--- src/design/urtc_pkg.sv ---
// shared types and constants for the ultrasonic ranger with tone control
`default_nettype none

package urtc_pkg;

   localparam int TRIG_W     = 16;
   localparam int SCALE_W    = 16;
   localparam int THRESH_W   = 9;
   localparam int NUM_W      = 32;
   localparam int DIST_W     = 10;
   localparam int DEN_W      = 13;
   localparam int CSR_INDEX_W = 2;
   localparam int CSR_DATA_W = 32;

   localparam logic [DIST_W-1:0] DIST_MAX   = 10'd1023;
   localparam logic [DIST_W-1:0] DIST_LIMIT = 10'd500;
   localparam logic [DEN_W:0]    SOUND_BASE = 14'd5000;
   localparam logic [3:0]        SOUND_STEP = 4'd10;

   localparam logic [TRIG_W-1:0]   TRIGGER_TICKS_RESET  = 16'd124;
   localparam logic [SCALE_W-1:0]  CM_SCALE_RESET       = 16'd45;
   localparam logic [THRESH_W-1:0] THRESHOLD_RESET      = 9'd100;
   localparam logic [NUM_W-1:0]    TONE_NUMERATOR_RESET = 32'd781250;

   typedef enum logic [CSR_INDEX_W-1:0] {
      CSR_TRIGGER_TICKS  = 2'd0,
      CSR_CM_SCALE       = 2'd1,
      CSR_THRESHOLD      = 2'd2,
      CSR_TONE_NUMERATOR = 2'd3
   } csr_index_type;

   typedef struct packed {
      logic [SCALE_W-1:0]  scale;
      logic [THRESH_W-1:0] threshold;
      logic [NUM_W-1:0]    numerator;
   } calc_cfg_type;

   typedef struct packed {
      logic              busy;
      logic              tone_on;
      logic [DIST_W-1:0] distance;
      logic [NUM_W-1:0]  divisor;
   } calc_status_type;

endpackage

`default_nettype wire

--- src/design/urtc_channels.sv ---
// tick and result channel interfaces
`default_nettype none

interface urtc_req_if;
   logic valid;
   logic ready;
   logic start_request;
   logic echo_in;

   modport source (output valid, output start_request, output echo_in, input ready);
   modport sink (input valid, input start_request, input echo_in, output ready);
endinterface

interface urtc_rsp_if;
   logic                         valid;
   logic                         ready;
   logic                         trigger_out;
   logic                         busy_res;
   logic                         measure_done;
   logic [urtc_pkg::DIST_W-1:0]  distance_cm;
   logic                         tone_on;
   logic [urtc_pkg::NUM_W-1:0]   tone_divisor;

   modport source (output valid, output trigger_out, output busy_res, output measure_done,
                   output distance_cm, output tone_on, output tone_divisor, input ready);
   modport sink (input valid, input trigger_out, input busy_res, input measure_done,
                 input distance_cm, input tone_on, input tone_divisor, output ready);
endinterface

`default_nettype wire

--- src/design/urtc_range_calc.sv ---
// bit-serial distance multiply and tone divisor divide
`default_nettype none

module urtc_range_calc #(
   parameter int COUNT_WIDTH = 32
) (
   input  wire logic                     clock,
   input  wire logic                     reset,
   input  wire logic                     start,
   input  wire logic [COUNT_WIDTH-1:0]   width,
   input  wire urtc_pkg::calc_cfg_type   cfg,
   output      urtc_pkg::calc_status_type status
);

   localparam int PROD_W = COUNT_WIDTH + urtc_pkg::SCALE_W;
   localparam int STEP_W = $clog2(urtc_pkg::NUM_W);
   localparam logic [STEP_W-1:0] MUL_LAST = STEP_W'(urtc_pkg::SCALE_W - 1);
   localparam logic [STEP_W-1:0] DIV_LAST = STEP_W'(urtc_pkg::NUM_W - 1);

   typedef enum logic [2:0] {
      CS_IDLE,
      CS_MUL,
      CS_CHECK,
      CS_DIV,
      CS_FIN
   } calc_state_type;

   calc_state_type                 state_ff;
   logic [STEP_W-1:0]              step_ff;
   logic [COUNT_WIDTH-1:0]         width_ff;
   logic [PROD_W-1:0]              prod_ff;
   logic [urtc_pkg::DEN_W-1:0]     den_ff;
   logic [urtc_pkg::DEN_W-1:0]     rem_ff;
   logic [urtc_pkg::NUM_W-1:0]     quot_ff;
   logic [urtc_pkg::DIST_W-1:0]    distance_ff;
   logic                           tone_ff;
   logic [urtc_pkg::NUM_W-1:0]     divisor_ff;

   logic [COUNT_WIDTH:0]           mul_sum;
   logic [COUNT_WIDTH-1:0]         cm_raw;
   logic [urtc_pkg::DIST_W-1:0]    cm_sat;
   logic                           dist_ok;
   logic [urtc_pkg::DEN_W:0]       dist_x10;
   logic [urtc_pkg::DEN_W-1:0]     den_calc;
   logic [urtc_pkg::DEN_W:0]       rem_shift;
   logic                           rem_ge;
   logic [urtc_pkg::DEN_W:0]       rem_diff;

   // shift-right add multiplier, one scale bit per cycle
   assign mul_sum = {1'b0, prod_ff[PROD_W-1:urtc_pkg::SCALE_W]}
                  + (prod_ff[0] ? {1'b0, width_ff} : '0);

   // product >> 16, saturated
   assign cm_raw  = prod_ff[PROD_W-1:urtc_pkg::SCALE_W];
   assign cm_sat  = (cm_raw > COUNT_WIDTH'(urtc_pkg::DIST_MAX)) ? urtc_pkg::DIST_MAX
                                                              : cm_raw[urtc_pkg::DIST_W-1:0];
   assign dist_ok = (cm_sat <= {1'b0, cfg.threshold}) && (cm_sat < urtc_pkg::DIST_LIMIT);
   assign dist_x10 = (urtc_pkg::DEN_W+1)'(cm_sat) * (urtc_pkg::DEN_W+1)'(urtc_pkg::SOUND_STEP);
   assign den_calc = urtc_pkg::DEN_W'(urtc_pkg::SOUND_BASE - dist_x10);

   // restoring divide, one quotient bit per cycle
   assign rem_shift = {rem_ff, quot_ff[urtc_pkg::NUM_W-1]};
   assign rem_ge    = rem_shift >= {1'b0, den_ff};
   assign rem_diff  = rem_shift - {1'b0, den_ff};

   always_ff @(posedge clock) begin
      if (reset) begin
         state_ff    <= CS_IDLE;
         step_ff     <= '0;
         distance_ff <= '0;
         tone_ff     <= 1'b0;
         divisor_ff  <= '0;
      end else begin
         case (state_ff)
            CS_IDLE: begin
               if (start) begin
                  width_ff <= width;
                  prod_ff  <= {{COUNT_WIDTH{1'b0}}, cfg.scale};
                  step_ff  <= '0;
                  state_ff <= CS_MUL;
               end
            end
            CS_MUL: begin
               prod_ff <= {mul_sum, prod_ff[urtc_pkg::SCALE_W-1:1]};
               step_ff <= step_ff + 1'b1;
               if (step_ff == MUL_LAST) begin
                  state_ff <= CS_CHECK;
               end
            end
            CS_CHECK: begin
               distance_ff <= cm_sat;
               if (dist_ok) begin
                  den_ff   <= den_calc;
                  rem_ff   <= '0;
                  quot_ff  <= cfg.numerator;
                  step_ff  <= '0;
                  state_ff <= CS_DIV;
               end else begin
                  tone_ff  <= 1'b0;
                  state_ff <= CS_IDLE;
               end
            end
            CS_DIV: begin
               rem_ff  <= rem_ge ? rem_diff[urtc_pkg::DEN_W-1:0]
                                 : rem_shift[urtc_pkg::DEN_W-1:0];
               quot_ff <= {quot_ff[urtc_pkg::NUM_W-2:0], rem_ge};
               step_ff <= step_ff + 1'b1;
               if (step_ff == DIV_LAST) begin
                  state_ff <= CS_FIN;
               end
            end
            CS_FIN: begin
               // a zero quotient stays zero instead of wrapping
               divisor_ff <= (quot_ff == '0) ? '0 : quot_ff - 1'b1;
               tone_ff    <= 1'b1;
               state_ff   <= CS_IDLE;
            end
            default: begin
               state_ff <= CS_IDLE;
            end
         endcase
      end
   end

   assign status.busy     = (state_ff != CS_IDLE);
   assign status.tone_on  = tone_ff;
   assign status.distance = distance_ff;
   assign status.divisor  = divisor_ff;

endmodule

`default_nettype wire

--- src/design/ultrasonic_ranger_tone_control.sv ---
// ultrasonic ranger top level: trigger, echo width count and tone control
// result: a tick's beat is registered in the cycle after acceptance; the echo-ending
// tick's beat waits for urtc_range_calc (16 multiply steps, 32 divide steps in tone
// range) and a free result slot; one tick per cycle while the slot is free, but the
// echo-ending tick holds the input until its beat; reset: synchronous, clears phase,
// counts and the result valid, loads register defaults
`default_nettype none

module ultrasonic_ranger_tone_control #(
   parameter int COUNT_WIDTH = 32
) (
   input  wire logic                               clock,
   input  wire logic                               reset,
   urtc_req_if.sink                                req_bus,
   urtc_rsp_if.source                              rsp_bus,
   input  wire logic                               csr_we,
   input  wire logic [urtc_pkg::CSR_INDEX_W-1:0]   csr_index,
   input  wire logic [urtc_pkg::CSR_DATA_W-1:0]    csr_data
);

   typedef enum logic [1:0] {
      PH_IDLE,
      PH_TRIG,
      PH_WAIT,
      PH_MEAS
   } phase_type;

   phase_type                        phase_ff;
   logic [COUNT_WIDTH-1:0]           tick_ff;
   logic                             echo_prev_ff;
   logic                             calc_ff;

   logic [urtc_pkg::TRIG_W-1:0]      trigger_ticks_ff;
   logic [urtc_pkg::SCALE_W-1:0]     cm_scale_ff;
   logic [urtc_pkg::THRESH_W-1:0]    threshold_ff;
   logic [urtc_pkg::NUM_W-1:0]       numerator_ff;

   logic                             rsp_valid_ff;
   logic                             rsp_trigger_ff;
   logic                             rsp_busy_ff;
   logic                             rsp_done_ff;
   logic [urtc_pkg::DIST_W-1:0]      rsp_distance_ff;
   logic                             rsp_tone_ff;
   logic [urtc_pkg::NUM_W-1:0]       rsp_divisor_ff;

   logic                             slot_free;
   logic                             req_fire;
   logic                             finish;
   logic                             calc_done;
   logic [urtc_pkg::TRIG_W-1:0]      trig_len;
   logic [COUNT_WIDTH-1:0]           tick_inc;
   urtc_pkg::calc_cfg_type           calc_cfg;
   urtc_pkg::calc_status_type        calc_status;

   assign slot_free = !rsp_valid_ff || rsp_bus.ready;
   assign req_bus.ready = !calc_ff && slot_free;
   assign req_fire  = req_bus.valid && req_bus.ready;
   assign finish    = req_fire && (phase_ff == PH_MEAS) && !req_bus.echo_in;
   assign calc_done = calc_ff && !calc_status.busy && slot_free;
   assign trig_len  = (trigger_ticks_ff == '0) ? urtc_pkg::TRIG_W'(1) : trigger_ticks_ff;
   assign tick_inc  = tick_ff + 1'b1;

   assign calc_cfg.scale     = cm_scale_ff;
   assign calc_cfg.threshold = threshold_ff;
   assign calc_cfg.numerator = numerator_ff;

   urtc_range_calc #(
      .COUNT_WIDTH (COUNT_WIDTH)
   ) u_calc (
      .clock  (clock),
      .reset  (reset),
      .start  (finish),
      .width  (tick_ff),
      .cfg    (calc_cfg),
      .status (calc_status)
   );

   // register file
   always_ff @(posedge clock) begin
      if (reset) begin
         trigger_ticks_ff <= urtc_pkg::TRIGGER_TICKS_RESET;
         cm_scale_ff      <= urtc_pkg::CM_SCALE_RESET;
         threshold_ff     <= urtc_pkg::THRESHOLD_RESET;
         numerator_ff     <= urtc_pkg::TONE_NUMERATOR_RESET;
      end else if (csr_we) begin
         case (urtc_pkg::csr_index_type'(csr_index))
            urtc_pkg::CSR_TRIGGER_TICKS:  trigger_ticks_ff <= csr_data[urtc_pkg::TRIG_W-1:0];
            urtc_pkg::CSR_CM_SCALE:       cm_scale_ff      <= csr_data[urtc_pkg::SCALE_W-1:0];
            urtc_pkg::CSR_THRESHOLD:      threshold_ff     <= csr_data[urtc_pkg::THRESH_W-1:0];
            urtc_pkg::CSR_TONE_NUMERATOR: numerator_ff     <= csr_data;
            default: begin
            end
         endcase
      end
   end

   // phase machine and result beat register
   always_ff @(posedge clock) begin
      if (reset) begin
         phase_ff     <= PH_IDLE;
         tick_ff      <= '0;
         echo_prev_ff <= 1'b0;
         calc_ff      <= 1'b0;
         rsp_valid_ff <= 1'b0;
      end else begin
         if ((req_fire && !finish) || calc_done) begin
            rsp_valid_ff <= 1'b1;
         end else if (rsp_valid_ff && rsp_bus.ready) begin
            rsp_valid_ff <= 1'b0;
         end

         if (req_fire) begin
            echo_prev_ff <= req_bus.echo_in;
            case (phase_ff)
               PH_IDLE: begin
                  if (req_bus.start_request) begin
                     phase_ff <= PH_TRIG;
                     tick_ff  <= '0;
                  end
               end
               PH_TRIG: begin
                  if (tick_inc >= COUNT_WIDTH'(trig_len)) begin
                     phase_ff <= PH_WAIT;
                     tick_ff  <= '0;
                  end else begin
                     tick_ff <= tick_inc;
                  end
               end
               PH_WAIT: begin
                  if (req_bus.echo_in && !echo_prev_ff) begin
                     phase_ff <= PH_MEAS;
                     tick_ff  <= COUNT_WIDTH'(1);
                  end
               end
               PH_MEAS: begin
                  if (req_bus.echo_in) begin
                     if (tick_ff != '1) begin
                        tick_ff <= tick_inc;
                     end
                  end else begin
                     calc_ff  <= 1'b1;
                     phase_ff <= PH_IDLE;
                     tick_ff  <= '0;
                  end
               end
               default: begin
                  phase_ff <= PH_IDLE;
                  tick_ff  <= '0;
               end
            endcase

            if (!finish) begin
               rsp_trigger_ff  <= (phase_ff == PH_TRIG);
               rsp_busy_ff     <= (phase_ff != PH_IDLE);
               rsp_done_ff     <= 1'b0;
               rsp_distance_ff <= calc_status.distance;
               rsp_tone_ff     <= calc_status.tone_on;
               rsp_divisor_ff  <= calc_status.divisor;
            end
         end

         // beat of the tick that closed the echo, once the arithmetic is through
         if (calc_done) begin
            calc_ff         <= 1'b0;
            rsp_trigger_ff  <= 1'b0;
            rsp_busy_ff     <= 1'b1;
            rsp_done_ff     <= 1'b1;
            rsp_distance_ff <= calc_status.distance;
            rsp_tone_ff     <= calc_status.tone_on;
            rsp_divisor_ff  <= calc_status.divisor;
         end
      end
   end

   assign rsp_bus.valid        = rsp_valid_ff;
   assign rsp_bus.trigger_out  = rsp_trigger_ff;
   assign rsp_bus.busy_res     = rsp_busy_ff;
   assign rsp_bus.measure_done = rsp_done_ff;
   assign rsp_bus.distance_cm  = rsp_distance_ff;
   assign rsp_bus.tone_on      = rsp_tone_ff;
   assign rsp_bus.tone_divisor = rsp_divisor_ff;

endmodule

`default_nettype wire
--- src/flat_wrapper.sv ---
// flat-port wrapper written by rule: the top's interface ports become plain ports
module ultrasonic_ranger_tone_control_flat 
#(
   parameter int COUNT_WIDTH = 32
)
  (clock, reset, csr_we, csr_index, csr_data, req_bus_valid, req_bus_start_request, req_bus_echo_in, req_bus_ready, rsp_bus_valid, rsp_bus_trigger_out, rsp_bus_busy_res, rsp_bus_measure_done, rsp_bus_distance_cm, rsp_bus_tone_on, rsp_bus_tone_divisor, rsp_bus_ready);
  urtc_req_if req_bus_i ();
  urtc_rsp_if rsp_bus_i ();
  input  wire logic clock;
  input  wire logic reset;
  input  wire logic csr_we;
  input  wire logic [urtc_pkg::CSR_INDEX_W-1:0] csr_index;
  input  wire logic [urtc_pkg::CSR_DATA_W-1:0] csr_data;
  input wire logic [$bits(req_bus_i.valid)-1:0] req_bus_valid;
  input wire logic [$bits(req_bus_i.start_request)-1:0] req_bus_start_request;
  input wire logic [$bits(req_bus_i.echo_in)-1:0] req_bus_echo_in;
  output wire logic [$bits(req_bus_i.ready)-1:0] req_bus_ready;
  output wire logic [$bits(rsp_bus_i.valid)-1:0] rsp_bus_valid;
  output wire logic [$bits(rsp_bus_i.trigger_out)-1:0] rsp_bus_trigger_out;
  output wire logic [$bits(rsp_bus_i.busy_res)-1:0] rsp_bus_busy_res;
  output wire logic [$bits(rsp_bus_i.measure_done)-1:0] rsp_bus_measure_done;
  output wire logic [$bits(rsp_bus_i.distance_cm)-1:0] rsp_bus_distance_cm;
  output wire logic [$bits(rsp_bus_i.tone_on)-1:0] rsp_bus_tone_on;
  output wire logic [$bits(rsp_bus_i.tone_divisor)-1:0] rsp_bus_tone_divisor;
  input wire logic [$bits(rsp_bus_i.ready)-1:0] rsp_bus_ready;
  assign req_bus_i.valid = req_bus_valid;
  assign req_bus_i.start_request = req_bus_start_request;
  assign req_bus_i.echo_in = req_bus_echo_in;
  assign req_bus_ready = req_bus_i.ready;
  assign rsp_bus_valid = rsp_bus_i.valid;
  assign rsp_bus_trigger_out = rsp_bus_i.trigger_out;
  assign rsp_bus_busy_res = rsp_bus_i.busy_res;
  assign rsp_bus_measure_done = rsp_bus_i.measure_done;
  assign rsp_bus_distance_cm = rsp_bus_i.distance_cm;
  assign rsp_bus_tone_on = rsp_bus_i.tone_on;
  assign rsp_bus_tone_divisor = rsp_bus_i.tone_divisor;
  assign rsp_bus_i.ready = rsp_bus_ready;
  ultrasonic_ranger_tone_control #(.COUNT_WIDTH(COUNT_WIDTH)) u_core (.clock(clock), .reset(reset), .req_bus(req_bus_i), .rsp_bus(rsp_bus_i), .csr_we(csr_we), .csr_index(csr_index), .csr_data(csr_data));
endmodule
--- config.mk ---
export PLATFORM = sky130hd
export DESIGN_NAME = ultrasonic_ranger_tone_control_flat
export DESIGN_NICKNAME = d
export VERILOG_FILES = /design/src/design/urtc_pkg.sv /design/src/design/urtc_channels.sv /design/src/design/urtc_range_calc.sv /design/src/design/ultrasonic_ranger_tone_control.sv /design/src/flat_wrapper.sv
export SDC_FILE = /design/constraint.sdc
export NUM_CORES = 1
export LEC_CHECK = 0
export BUFFER_PORTS_ARGS = -buffer_cell sky130_fd_sc_hd__buf_4
export CELL_PAD_IN_SITES_DETAIL_PLACEMENT = 2
export CELL_PAD_IN_SITES_GLOBAL_PLACEMENT = 2
export CORE_MARGIN = 2
export CORE_UTILIZATION = 40
export DETAILED_ROUTE_END_ITERATION = 12
export PLACE_DENSITY_LB_ADDON = 0.1
export SETUP_SLACK_MARGIN = 0.05
export SYNTH_ARGS = -nofsm -noshare
export SYNTH_HDL_FRONTEND = slang
export SYNTH_SLANG_ARGS = --single-unit
--- constraint.sdc ---
create_clock -name clock -period 9.43 [get_ports clock]
set_input_delay 0 -clock clock [delete_from_list [all_inputs] [get_ports clock]]
set_output_delay 0 -clock clock [all_outputs]
set_load 0.01 [all_outputs]
Word level (Yosys, flattened, before mapping)
Index checks and enable logic that the tools add are counted.
Widths: inputs -> output; s select.
{"block": "totals", "n_memories": 0, "ramBits": 0, "reg_bits": 345, "input_bits": 41, "latch_bits": 0, "wordCells": 160, "output_inout_bits": 48, "mem_bits_ro": 0}
{"block": "op_classes", "n_bitwise": 2, "div_mod_pow": 0, "n_eq_ne": 24, "n_addsub": 6, "n_shift": 0, "mul": 1, "reduce_logical": 48, "n_lt_le_gt_ge": 5, "n_mux": 49}
{"op": "$mux 32", "count": 11}
{"op": "$pmux 32 s4", "count": 1}
{"op": "$pmux 48 s2", "count": 1}
{"op": "$pmux 32 s2", "count": 1}
{"op": "$mux 48", "count": 1}
{"op": "$mux 10", "count": 4}
{"op": "$add 32x33->33", "count": 1}
{"op": "$add 32x1->32 const B", "count": 1}
{"op": "$ge 32x16->1", "count": 1}
{"op": "$gt 32x10->1 const B", "count": 1}
{"op": "$logic_not 32->1", "count": 1}
{"op": "$ne 32x32->1 const B", "count": 1}
{"op": "$sub 32x1->32 const B", "count": 1}
{"op": "$mux 13", "count": 2}
{"op": "$pmux 13 s2", "count": 1}
{"op": "$reduce_and 3->1", "count": 8}
{"op": "$logic_not 16->1", "count": 1}
{"op": "$mux 16", "count": 1}
{"op": "$pmux 5 s3", "count": 1}
{"op": "$ge 14x13->1", "count": 1}
{"op": "$ne 2x2->1 const B", "count": 7}
{"op": "$sub 13x13->13", "count": 1}
{"op": "$sub 13x13->13 const A", "count": 1}
{"op": "$mul 10x3->12 const B", "count": 1}
{"op": "31 further kinds", "count": 84}

Longest topological paths before layout
{"block": "logic_depth", "word_depth": 10, "ltp_mapped": 19, "depth_no_buf": 17}

Modules after synthesis
A second synthesis with hierarchy kept.
{"block": "hier_totals", "cells_unflattened": 1813, "area_unflattened_um2": 17750.8}
{"mod": "urtc_range_calc", "area_each_um2": 10935.5, "seq_area_each_um2": 5134.9, "n_inst": 1, "cells_each": 1090}
{"mod": "ultrasonic_ranger_tone_control", "area_each_um2": 6815.3, "seq_area_each_um2": 3583.4, "n_inst": 1, "cells_each": 723}

Least setup slack after synthesis
OpenSTA, ideal clock, no wires.
{"block": "synth_timing", "path_kind": "register to register", "from": "register u_core.u_calc.prod_ff[35]", "to": "register u_core.u_calc.quot_ff[0] in the netlist's numbering (enable)", "n_path_buf": 2, "synth_period_minus_slack_ns": 5.457, "stages_incl_launch_ff": 15, "arrival_time_ns": 4.994, "setup_ns": 0.463, "slack_ns": 3.973, "required_time_ns": 8.967, "cell_sequence": "edfxtp_1 nor4_1 nand4_1 or2_2 clkbuf_1 clkbuf_1 nor2_1 inv_1 ha_1 nand3_1 nor4_1 nor2_1 nor3_1 o21ai_1 a21oi_1"}
{"block": "synth_between", "elab_chain_len": 6, "elab_cells_between_ends": 7, "classes_between": "3 x order compare; 1 x eq/ne; 1 x mux; 2 x reduce/logical"}
{"item": "from (decl)", "line_no": "urtc_range_calc.sv:31", "source": "logic [PROD_W-1:0] prod_ff;"}
{"item": "from (signal assigned)", "line_no": "urtc_range_calc.sv:78", "source": "prod_ff <= {{COUNT_WIDTH{1'b0}}, cfg.scale};"}
{"item": "from (signal assigned)", "line_no": "urtc_range_calc.sv:84", "source": "prod_ff <= {mul_sum, prod_ff[urtc_pkg::SCALE_W-1:1]};"}
{"item": "$gt 32x10->1 *", "line_no": "urtc_range_calc.sv:55", "source": "assign cm_sat = (cm_raw > COUNT_WIDTH'(urtc_pkg::DIST_MAX)) ? urtc_pkg::DIST_MAX"}
{"item": "$mux 10 *", "line_no": "urtc_range_calc.sv:55"}
{"item": "net u_core.u_calc.cm_sat (one bit)", "line_no": "urtc_range_calc.sv:41", "source": "logic [urtc_pkg::DIST_W-1:0] cm_sat;"}
{"item": "$le 10x9->1 or $lt 10x9->1 (tied branches)", "line_no": "urtc_range_calc.sv:57", "source": "assign dist_ok = (cm_sat <= {1'b0, cfg.threshold}) && (cm_sat < urtc_pkg::DIST_LIMIT);"}
{"item": "$logic_and 1x1->1 *", "line_no": "urtc_range_calc.sv:57"}
{"item": "$ne 2x2->1 (no source line) *"}
{"item": "$reduce_and 3->1 (no source line) *"}
{"item": "to (signal assigned)", "line_no": "urtc_range_calc.sv:95", "source": "quot_ff <= cfg.numerator;"}
{"item": "to (signal assigned)", "line_no": "urtc_range_calc.sv:106", "source": "quot_ff <= {quot_ff[urtc_pkg::NUM_W-2:0], rem_ge};"}
{"item": "to (decl)", "line_no": "urtc_range_calc.sv:34", "source": "logic [urtc_pkg::NUM_W-1:0] quot_ff;"}
The timed path passes the listed nets; every way through them passes the cells marked *.
A chain may end at the register's enable or synchronous reset.

Worst setup path in the final report
{"block": "layout_timing", "from": "register u_core.u_calc.prod_ff[35]", "to": "register u_core.u_calc.quot_ff[13] in the netlist's numbering (enable)"}
The elaborated chain is that of the path after synthesis.

==> impl_metrics.tcl <==
set metrics [dict create \
    worst_slew_margin_rel 0.189 \
    hpwlAfterDp_um 38400 \
    synth_area_leaders "edfxtp_1 31%, dfxtp_1 18%, nand2_1 6.3%" \
    wl_per_cell_um 22.3 \
    synthMuxAreaShare 0.0282 \
    path_class "reg2reg" \
    crit_required_ns 9.63 \
    start_kind "flip-flop" \
    synthSimpleGateAreaFrac 0.204 \
    overflow 0 \
    yosysTopAreaCell "edfxtp_1" \
    final_common_cell "nand2_1" \
    final_cell_mix "295 x nand2_1, 183 x edfxtp_1, 161 x dfxtp_1, 146 x nor2_1, 107 x a21oi_1" \
    grt_pass1_vias 15700 \
    cap_violations 0 \
    diodes 0 \
    synthAdderAreaFrac 0.0661 \
    core.rowCount 77 \
    fin_setup_tns_ns 0 \
    cts_tree "done" \
    p_sw_frac 0.231 \
    nets 2073 \
    firstDrtPassIters 5 \
    worstSetupEndpointType "flip-flop" \
    worstPathArrival_ns 4.80 \
    numClockSinks 344 \
    fin_skew_ns 0.0145 \
    clk_latency_ns 0.57 \
    fill_cells 4644 \
    port_buffers 88 \
    synthesis.nets 1950 \
    core_um2 43900 \
    synth_area_um2 17700 \
    grt_pass1_wl_um 90500 \
    cts_htree_levels 2 \
    setup_viol 0 \
    grt_antenna_before_repair 1 \
    hold_viol_final 0 \
    final_cells 2564 \
    rsz0062_at_grt "no" \
    leakagePower_nw 8.05 \
    syn_avg_cell_area_um2 9.75 \
    grt_max_degree 55 \
    clock_power_share 0.466 \
    cts_resized 0 \
    syn_to_final_growth_pct 17.3 \
    yosys.area_share.xor_xnor 0.0465 \
    combPwrFrac 0.051 \
    fin_crit_sh 0.489 \
    power_switching_mw 0.767 \
    first_iter_violations 764 \
    async_flop_share 0 \
    status "finished, final reports clean" \
    peakVddDrop_v 0.000130 \
    yosys_warnings 0 \
    power_density_nw_per_um2 159 \
    synth_enable_flop_cells 183 \
    vias 14400 \
    finalCriticalPeriod_ns 4.61 \
    synth_top_area_share 0.310 \
    hp-class "in2reg" \
    placed_cells 2440 \
    drc_errors 0 \
    ant_nets 0 \
    worst_pin_slew_ns 1.21 \
    die_area_um2 46000 \
    synth_top_family_by_area "simple AND/OR/NAND/NOR gates" \
    pwr-share-seq 0.483 \
    fp.dieH_um 214 \
    drive_gt1_frac 0.123 \
    path_clk_slew_ns 0.07 \
    clk_path_buf_depth 3 \
    avgViaCountPerCell 5.60 \
    setup_ws_ns 4.82 \
    post_cts_buffers 0 \
    fp.dieW_um 214 \
    p_int_mw 2.55 \
    track_usage 0.249 \
    synthFlopType "edfxtp_1" \
    postCtsHoldBufs 51 \
    yosysSeqAreaShare 0.492 \
    root_buffer "clkbuf_16" \
    worstPathMaxFanout 45 \
    finalMaxSlewViolations 0 \
    wirelength_um 57100 \
    synth.distinct_cells 86 \
    start_util 0.403 \
    dp_worst_setup_slack_ns 4.84 \
    numCtsBuffers 40 \
    io_pins 89 \
    max_freq_mhz 217 \
    ys_seq_elements 344 \
    finalWeightedCongestion 0.806 \
    synth-compound-area-share 0.128 \
    syn_inst 1818 \
]
==> per-stage QoR <==
| stage | instance area, um2 | utilization | hold WS [ns] | power (mW) |
|---|---|---|---|---|
| 3_3_place_gp | 19000 | 0.432 | 0.218 | 1.78 |
| 3_5_place_dp | 19000 | 0.432 | 0.224 | 1.78 |
| 2_1_floorplan | 17700 | - | 0.124 | 1.71 |
| 6_report | 20800 | 0.473 | 0.129 | 3.31 |
| 5_1_grt | 20800 | 0.473 | 0.111 | 3.43 |
| 4_1_cts | 20800 | 0.473 | 0.0886 | 3.34 |
==> layer usage <==
metal  GRT usage  vias up  routed length, um
li1            -     6760                  -
met1       0.329     7346              26000
met2       0.435      195              28400
met3      0.0322       57               1700
met4      0.0530        0                929
met5           0        -                  0
==> kinds of logic (layout without fill, tap and decap cells) <==
group	count (synthesis)	after routing
compound gates	346	346
fa+ha+maj	92	92
flops	344	344
xor+xnor	94	94
mux	46	46
simple gates	739	739
buf+inv	157	311
==> synth_stat cells (all sizes together) (14+ instances only) <==
library cell / n
a211oi: 25
dfxtp: 161
xor2: 40
nand2: 297
a21o: 20
ha: 88
nand3: 51
nor2: 148
nand4: 25
inv: 82
a32oi: 17
a21oi: 109
edfxtp: 183
clkbuf: 62
o21ai: 67
nor2b: 19
and2: 40
xnor2: 54
mux2: 32
nor4: 28
nor3: 47
a31oi: 18
mux2i: 14
==> state kept, by name (all words and copies together), names as in the netlist, 32 cells and up <==
register	flops
u_core.u_calc.prod_ff	48
u_core.numerator_ff	32
u_core.rsp_bus.tone_divisor	32
u_core.tick_ff	32
u_core.u_calc.divisor_ff	32
u_core.u_calc.quot_ff	32
u_core.u_calc.width_ff	32
==> power groups by stage <==
stage	Combinational [mW]	Clock (mW)	Sequential, mW
after CTS	0.167	1.58	1.60
after global routing	0.183	1.65	1.60
final	0.170	1.54	1.60
after detailed placement	0.150	0	1.63
after global placement	0.144	0	1.63
after floorplan	0.0802	0	1.63
==> path summary, 6_finish.rpt <==
path / depth (start not counted) / slack [ns] / endpoint / startpoint
max reg2reg: 13 / 4.82 / u_core.u_calc.quot_ff[13] / u_core.u_calc.prod_ff[35]
min reg2reg: 0 / 0.43 / u_core.rsp_bus.tone_divisor[26] / u_core.u_calc.divisor_ff[26]
min: 4 / 0.13 / u_core.tick_ff[30] / req_bus_start_request
max: 13 / 4.82 / u_core.u_calc.quot_ff[13] / u_core.u_calc.prod_ff[35]
==> layout make-up <==
| class | instances | area, um2 | share of cell area |
|---|---|---|---|
| repair buffers | 156 | 1300 | 0.0625 |
| multi-input cells | 1317 | 8440 | 0.406 |
| inverters | 82 | 308 | 0.0148 |
| well taps | 592 | 741 | 0.0356 |
| clock inverters | 17 | 141 | 0.00680 |
| flip-flops and latches | 344 | 8720 | 0.420 |
| clock buffers | 56 | 1130 | 0.0545 |
==> worst max-delay path: stages (launching register included) <==
cell	delay [ns]
edfxtp_1	0.42
nor4_1	0.45
nand4_1	0.29
or2_2	0.50
nor2_1	0.22
inv_1	0.11
ha_1	0.33
nand3_1	0.11
nor4_1	0.39
nor2_1	0.09
nor3_1	0.20
o21ai_1	0.31
a21oi_4	0.20
buf_4	0.56
(Power assumes the default switching activity.)
